--- src/design/sha256_pkg.sv ---
`default_nettype none
package sha256_pkg;

	typedef enum logic [2:0] {
		ST_IDLE,
		ST_PAD,
		ST_LEN,
		ST_COMP,
		ST_OUT
	} state_t;

	localparam logic [7:0] PAD_BYTE = 8'h80;
	localparam logic [5:0] LEN_POS  = 6'd56;

	localparam logic [31:0] IV [8] = '{
		32'h6a09e667, 32'hbb67ae85, 32'h3c6ef372, 32'ha54ff53a,
		32'h510e527f, 32'h9b05688c, 32'h1f83d9ab, 32'h5be0cd19
	};

	localparam logic [31:0] RK [64] = '{
		32'h428a2f98, 32'h71374491, 32'hb5c0fbcf, 32'he9b5dba5,
		32'h3956c25b, 32'h59f111f1, 32'h923f82a4, 32'hab1c5ed5,
		32'hd807aa98, 32'h12835b01, 32'h243185be, 32'h550c7dc3,
		32'h72be5d74, 32'h80deb1fe, 32'h9bdc06a7, 32'hc19bf174,
		32'he49b69c1, 32'hefbe4786, 32'h0fc19dc6, 32'h240ca1cc,
		32'h2de92c6f, 32'h4a7484aa, 32'h5cb0a9dc, 32'h76f988da,
		32'h983e5152, 32'ha831c66d, 32'hb00327c8, 32'hbf597fc7,
		32'hc6e00bf3, 32'hd5a79147, 32'h06ca6351, 32'h14292967,
		32'h27b70a85, 32'h2e1b2138, 32'h4d2c6dfc, 32'h53380d13,
		32'h650a7354, 32'h766a0abb, 32'h81c2c92e, 32'h92722c85,
		32'ha2bfe8a1, 32'ha81a664b, 32'hc24b8b70, 32'hc76c51a3,
		32'hd192e819, 32'hd6990624, 32'hf40e3585, 32'h106aa070,
		32'h19a4c116, 32'h1e376c08, 32'h2748774c, 32'h34b0bcb5,
		32'h391c0cb3, 32'h4ed8aa4a, 32'h5b9cca4f, 32'h682e6ff3,
		32'h748f82ee, 32'h78a5636f, 32'h84c87814, 32'h8cc70208,
		32'h90befffa, 32'ha4506ceb, 32'hbef9a3f7, 32'hc67178f2
	};

	function automatic logic [31:0] rotr(input logic [31:0] v, input int n);
		rotr = (v >> n) | (v << (32 - n));
	endfunction

endpackage
`default_nettype wire

--- src/design/sha256_hash_engine.sv ---
// SHA-256 engine taking one message byte per input word (action 0 absorbs
// data_byte, action 1 pads the message and finishes it). After a finish the
// eight digest words leave on the output channel, most significant first,
// with word_index and last_word marking their place; the engine then starts
// a fresh message. The 64-byte block buffer is a byte shift line that
// doubles as the 16-word message schedule window during compression, and one
// shared round unit does one SHA-256 round per cycle. The byte that completes
// a block starts its compression. A finish shifts in the 0x80 byte, then the
// zero padding and length bytes up to the block end, pausing at byte 56
// ahead of the length bytes in the final block (a first block is padded out
// and compressed when the 0x80 lands past byte 55), then the last block is
// compressed, and eight output words leave at one per cycle while the
// output is not stalled. The input is stalled throughout all of that.
`default_nettype none
module sha256_hash_engine (
	input  wire logic        clk,
	input  wire logic        arst_n,
	input  wire logic        in_valid,
	output logic             in_stall,
	input  wire logic        action,
	input  wire logic [7:0]  data_byte,
	output logic             out_valid,
	input  wire logic        out_stall,
	output logic [31:0]      digest_word,
	output logic [2:0]       word_index,
	output logic             last_word
);

	sha256_pkg::state_t state_q, state_d, ret_q;

	logic [5:0]   fill_q;
	logic [60:0]  count_q;
	logic [5:0]   rnd_q;
	logic [2:0]   idx_q;
	logic [31:0]  hash_q [8];
	logic [31:0]  v_q [8];
	logic [511:0] buf_q;
	logic [63:0]  bits_q;

	logic in_acc, out_acc;
	logic [31:0] w0, w1, w9, w14, s0, s1, wnew;
	logic [31:0] bs0, bs1, ch, maj, t1, t2;

	assign in_acc  = in_valid && !in_stall;
	assign out_acc = out_valid && !out_stall;

	// schedule window: oldest word at the top of the buffer
	assign w0  = buf_q[511:480];
	assign w1  = buf_q[479:448];
	assign w9  = buf_q[223:192];
	assign w14 = buf_q[63:32];

	always_comb begin
		s0   = sha256_pkg::rotr(w1, 7) ^ sha256_pkg::rotr(w1, 18) ^ (w1 >> 3);
		s1   = sha256_pkg::rotr(w14, 17) ^ sha256_pkg::rotr(w14, 19) ^ (w14 >> 10);
		wnew = w0 + s0 + w9 + s1;
		bs1  = sha256_pkg::rotr(v_q[4], 6) ^ sha256_pkg::rotr(v_q[4], 11)
			^ sha256_pkg::rotr(v_q[4], 25);
		ch   = (v_q[4] & v_q[5]) ^ (~v_q[4] & v_q[6]);
		t1   = v_q[7] + bs1 + ch + sha256_pkg::RK[rnd_q] + w0;
		bs0  = sha256_pkg::rotr(v_q[0], 2) ^ sha256_pkg::rotr(v_q[0], 13)
			^ sha256_pkg::rotr(v_q[0], 22);
		maj  = (v_q[0] & v_q[1]) ^ (v_q[0] & v_q[2]) ^ (v_q[1] & v_q[2]);
		t2   = bs0 + maj;
	end

	// next state and handshake outputs
	always_comb begin
		state_d     = state_q;
		in_stall    = (state_q != sha256_pkg::ST_IDLE);
		out_valid   = (state_q == sha256_pkg::ST_OUT);
		digest_word = hash_q[idx_q];
		word_index  = idx_q;
		last_word   = (idx_q == 3'd7);
		case (state_q)
			sha256_pkg::ST_IDLE: begin
				if (in_acc) begin
					if (action)
						state_d = (fill_q == 6'd63) ? sha256_pkg::ST_COMP
							: sha256_pkg::ST_PAD;
					else if (fill_q == 6'd63)
						state_d = sha256_pkg::ST_COMP;
				end
			end
			sha256_pkg::ST_PAD: begin
				if (fill_q == sha256_pkg::LEN_POS)
					state_d = sha256_pkg::ST_LEN;
				else if (fill_q == 6'd63)
					state_d = sha256_pkg::ST_COMP;
			end
			sha256_pkg::ST_LEN: begin
				if (fill_q == 6'd63)
					state_d = sha256_pkg::ST_COMP;
			end
			sha256_pkg::ST_COMP: begin
				if (rnd_q == 6'd63)
					state_d = ret_q;
			end
			sha256_pkg::ST_OUT: begin
				if (out_acc && idx_q == 3'd7)
					state_d = sha256_pkg::ST_IDLE;
			end
			default: state_d = sha256_pkg::ST_IDLE;
		endcase
	end

	always_ff @(posedge clk or negedge arst_n) begin
		if (!arst_n) begin
			state_q <= sha256_pkg::ST_IDLE;
		end else begin
			state_q <= state_d;
		end
	end

	// control and hash state
	always_ff @(posedge clk or negedge arst_n) begin
		if (!arst_n) begin
			ret_q   <= sha256_pkg::ST_IDLE;
			fill_q  <= '0;
			count_q <= '0;
			rnd_q   <= '0;
			idx_q   <= '0;
			for (int i = 0; i < 8; i++) hash_q[i] <= sha256_pkg::IV[i];
		end else begin
			case (state_q)
				sha256_pkg::ST_IDLE: begin
					rnd_q <= '0;
					if (in_acc) begin
						fill_q <= fill_q + 6'd1;
						if (action) begin
							ret_q <= sha256_pkg::ST_PAD;
						end else begin
							count_q <= count_q + 61'd1;
							ret_q   <= sha256_pkg::ST_IDLE;
						end
					end
				end
				sha256_pkg::ST_PAD: begin
					rnd_q <= '0;
					ret_q <= sha256_pkg::ST_PAD;
					if (fill_q != sha256_pkg::LEN_POS)
						fill_q <= fill_q + 6'd1;
				end
				sha256_pkg::ST_LEN: begin
					rnd_q  <= '0;
					ret_q  <= sha256_pkg::ST_OUT;
					fill_q <= fill_q + 6'd1;
				end
				sha256_pkg::ST_COMP: begin
					rnd_q <= rnd_q + 6'd1;
					if (rnd_q == 6'd63) begin
						hash_q[0] <= hash_q[0] + t1 + t2;
						hash_q[1] <= hash_q[1] + v_q[0];
						hash_q[2] <= hash_q[2] + v_q[1];
						hash_q[3] <= hash_q[3] + v_q[2];
						hash_q[4] <= hash_q[4] + v_q[3] + t1;
						hash_q[5] <= hash_q[5] + v_q[4];
						hash_q[6] <= hash_q[6] + v_q[5];
						hash_q[7] <= hash_q[7] + v_q[6];
					end
				end
				sha256_pkg::ST_OUT: begin
					if (out_acc) begin
						idx_q <= idx_q + 3'd1;
						if (idx_q == 3'd7) begin
							fill_q  <= '0;
							count_q <= '0;
							for (int i = 0; i < 8; i++) hash_q[i] <= sha256_pkg::IV[i];
						end
					end
				end
				default: ;
			endcase
		end
	end

	// datapath: byte line / schedule window, working variables, length
	always_ff @(posedge clk) begin
		if (state_q == sha256_pkg::ST_COMP) begin
			buf_q <= {buf_q[479:0], wnew};
			v_q[7] <= v_q[6];
			v_q[6] <= v_q[5];
			v_q[5] <= v_q[4];
			v_q[4] <= v_q[3] + t1;
			v_q[3] <= v_q[2];
			v_q[2] <= v_q[1];
			v_q[1] <= v_q[0];
			v_q[0] <= t1 + t2;
		end else begin
			for (int i = 0; i < 8; i++) v_q[i] <= hash_q[i];
			case (state_q)
				sha256_pkg::ST_IDLE: begin
					if (in_acc) begin
						bits_q <= {count_q, 3'b000};
						buf_q  <= {buf_q[503:0], action ? sha256_pkg::PAD_BYTE : data_byte};
					end
				end
				sha256_pkg::ST_PAD: begin
					if (fill_q != sha256_pkg::LEN_POS)
						buf_q <= {buf_q[503:0], 8'h00};
				end
				sha256_pkg::ST_LEN: begin
					buf_q  <= {buf_q[503:0], bits_q[63:56]};
					bits_q <= {bits_q[55:0], 8'h00};
				end
				default: ;
			endcase
		end
	end

endmodule
`default_nettype wire

--- config.mk ---
export PLATFORM = sky130hd
export DESIGN_NAME = sha256_hash_engine
export DESIGN_NICKNAME = d
export VERILOG_FILES = /design/src/design/sha256_pkg.sv /design/src/design/sha256_hash_engine.sv
export SDC_FILE = /design/constraint.sdc
export NUM_CORES = 2
export LEC_CHECK = 0
export BUFFER_PORTS_ARGS = -buffer_cell sky130_fd_sc_hd__buf_2
export CAP_MARGIN = 5
export CORE_MARGIN = 2
export CORE_UTILIZATION = 45
export CTS_BUF_LIST = sky130_fd_sc_hd__clkbuf_4 sky130_fd_sc_hd__clkbuf_8
export DETAILED_ROUTE_END_ITERATION = 16
export SKIP_CTS_REPAIR_TIMING = 1
export SLEW_MARGIN = 20
export SYNTH_ARGS = -nofsm -noshare
export SYNTH_HDL_FRONTEND = slang
export SYNTH_SLANG_ARGS = --single-unit
--- constraint.sdc ---
create_clock -name clk -period 37.9 [get_ports clk]
set_clock_uncertainty 0.15 [all_clocks]
set_input_delay 7.58 -clock clk [delete_from_list [all_inputs] [get_ports clk]]
set_output_delay 7.58 -clock clk [all_outputs]
set_load 0.05 [all_outputs]
==> flow_summary.yaml <==
floorplan:
  num_rows: 151
  start_util_pct: 45.3
  io_pins: 51
  dieArea_mm2: 0.174
  die_x_um: 417
  die_h_um: 417
  core-area_mm2: 0.169
grt:
  grt.overflow.total: 0
  grt_antenna_before_repair: 2
  grt_max_degree: 259
  grt_pass1_vias: 60000
  grt_use_total_pct: 27.0
  grt_first_pass_wirelength_um: 364000
layout:
  drive_gt1_share_pct: 10.2
  area_delta_synth_final_pct: 8.65
  finalNonFillerCells: 10800
  multiInputGateArea_mm2: 0.0424
  nets: 9105
  register_area_mm2: 0.0309
  fillers: 16000
sta:
  hold_violations: 0
  slew_headroom_pct: 16.1
  setup_viol: 0
  setup_tns_ns: 0
  tightest_slew_ns: 1.26
  period_share_pct: 31.1
  slew_viol_final: 0
  finalCriticalPeriod_ns: 11.80
  fmax_mhz: 84.8
  rsz0062_at_grt: "no"
run_status:
  status: "completed"
detailed_routing:
  routed_wl_um: 237000
  drc_errors: 0
  drtPass1Iterations: 6
  wl_per_cell_um: 21.9
  final_antenna_net_count: 0
  viasPerCell: 5.62
  num_vias: 61000
  drtIter0Drc: 5587
logic_synthesis:
  ys_seq_area_share_pct: 40.3
  synth_nets: 9203
  synth_top_family_by_area: "simple AND/OR/NAND/NOR gates"
  synth_ff_type: "edfxtp_1"
  synthTopCellsByArea: "edfxtp_1 22%, nand2_1 11%, ha_1 7.0%, dfxtp_1 6.7%, dfrtp_1 6.6%"
  muxShareOfSynthArea_pct: 3.85
  ys_async_sr_fraction_pct: 28.9
  synth_xor_area_share_pct: 7.57
  synth_top_area_share_pct: 22.4
  yosysUniqueCellTypes: 96
  synth-adder-area-share_pct: 13.1
  syn_inst: 8544
  synth_simple_gate_area_share_pct: 17.2
  ys_ff_latch: 1166
  synth_most_common_cell: "nand2_1"
  yosys_warnings: 0
  synth_common_cells: "2316 x nand2_1, 573 x edfxtp_1, 521 x o21ai_0"
  synth_area_leader_cell: "edfxtp_1"
  synth-compound-area-share_pct: 13.4
  syn_avg_cell_area_um2: 8.99
  netlist_area_mm2: 0.0768
  synth_edf_count: 573
placement:
  gp_congestion: 0.963
  io_buffers: 50
  placed_cells: 10500
  dp_hpwl_um: 172000
clock_network:
  clock_path_buffers: 3
  worstSkewPairLatency_ns: 1.03
  numCtsBuffers: 206
  cts_tree: "done"
  cts_root_buf: "clkbuf_8"
  htree_levels: 4
  clk_pin_slew_worst_paths_ns: 0.08
  cts.sinks: 1166
worst_hold_path:
  hp-class: "register to register"
run:
  drv_cap: 0
worst_setup_path:
  cp-start-kind: "register"
  endpoint_kind: "primary output"
  path_cells: "buf_4 -> mux4_2 -> mux2_2 -> buf_2"
  worst-endpoint-required_ns: 30.17
  cpPeakStageDelay_ns: 0.97
  critPathKind: "register to primary output"
  crit_fanout: 36
  worst_ep_arrival_time_ns: 4.07
  cp_slowest_cell: "dfrtp_4"
-- per-layer routing --
| metal | share of wire, % | vias to the layer above | routed length, µm | GRT usage [%] |
|---|---|---|---|---|
| met5 | 0 | - | 0 | 0 |
| met3 | 5.9 | 433 | 14100 | 3.74 |
| met2 | 47 | 1894 | 111000 | 44.0 |
| met4 | 3.6 | 0 | 8450 | 9.66 |
| met1 | 44 | 29800 | 104000 | 36.8 |
| li1 | - | 28800 | - | - |
-- state kept, by name, summed over array words and instances (netlist names) --
name / cells
fill_q: 6
hash_q: 256
v_q: 256
bits_q: 61
count_q: 61
rnd_q: 6
buf_q: 512
word_index: 3
ret_q: 2
state_q: 3
-- cell families (layout without fill, tap and decap cells) --
kind of cell,count (synthesis),after routing
compound gates,1675,1675
xor+xnor,657,657
mux,194,194
simple gates,3219,3219
buf+inv,953,1033
flops,1166,1166
fa+ha+maj,680,680
other cells,0,5
-- layout by cell type (no fill, tap or decap), types with 47 or more instances in the layout --
cell      Yosys  layout
nand2b_1     64      64
clkbuf_4      0      68
a21o_1      168     168
a31oi_1      78      78
fa_1        215     215
inv_1       507     507
a21oi_1     479     478
dfstp_2     136     136
clkbuf_8      0     246
nand2_1    2316    2312
edfxtp_1    573     573
buf_2         2      49
o21bai_1     52      52
nor2b_1      61      61
nor3_1       81      78
ha_1        431     431
and3_1       49      47
buf_4         0      82
xor2_1      272     272
mux2_2      109     109
dfrtp_1     201     196
nor2_1      380     379
o21ai_0     521     521
xnor2_1     380     380
mux4_2       70      70
nand3_1     118     118
dfxtp_1     256     256
-- critical path: cells and delay by family, from the launching register on --
family   cells  cell delay, ns
mux          2            1.01
flops        1            0.97
buf+inv      2            0.94
-- worst paths after layout --
check	startpoint	endpoint	slack (ns)	cells after the start
min in group asynchronous	arst_n	hash_q[170]	6.40	1
min	v_q[0][170]	v_q[0][202]	0.28	2
min reg2reg	v_q[0][170]	v_q[0][202]	0.28	2
max reg2reg	rnd_q[1]	hash_q[124]	27.11	31
max in group asynchronous	arst_n	hash_q[121]	29.06	3
max	word_index[0]	digest_word[28]	26.10	4
-- area by class of cell --
class                           count  share of cell area [%]
Clock buffer                      314                    4.67
Clock inverter                     72                   0.624
Antenna cell                        5                  0.0150
Tap cell                         2218                    3.33
Timing Repair Buffer              139                    1.22
Inverter                          508                    2.29
Multi-Input combinational cell   6425                    50.8
Sequential cell                  1166                    37.1
-- through the flow --
stage / cell area, µm² / setup slack [ns] / hold WS, ns / utilization, %
2_1_floorplan: 76800 / 4.00 / 0.281 / -
3_3_place_gp: 79000 / 26.89 / 0.293 / 46.6
3_5_place_dp: 79000 / 26.81 / 0.303 / 46.6
4_1_cts: 83400 / 26.00 / 0.283 / 49.2
5_1_grt: 83400 / 25.94 / 0.302 / 49.2
6_report: 83400 / 26.10 / 0.278 / 49.2
Power is left out: the tool's default activity adds up to more than one toggle a clock period on the data nets, which glitch-free logic cannot reach.
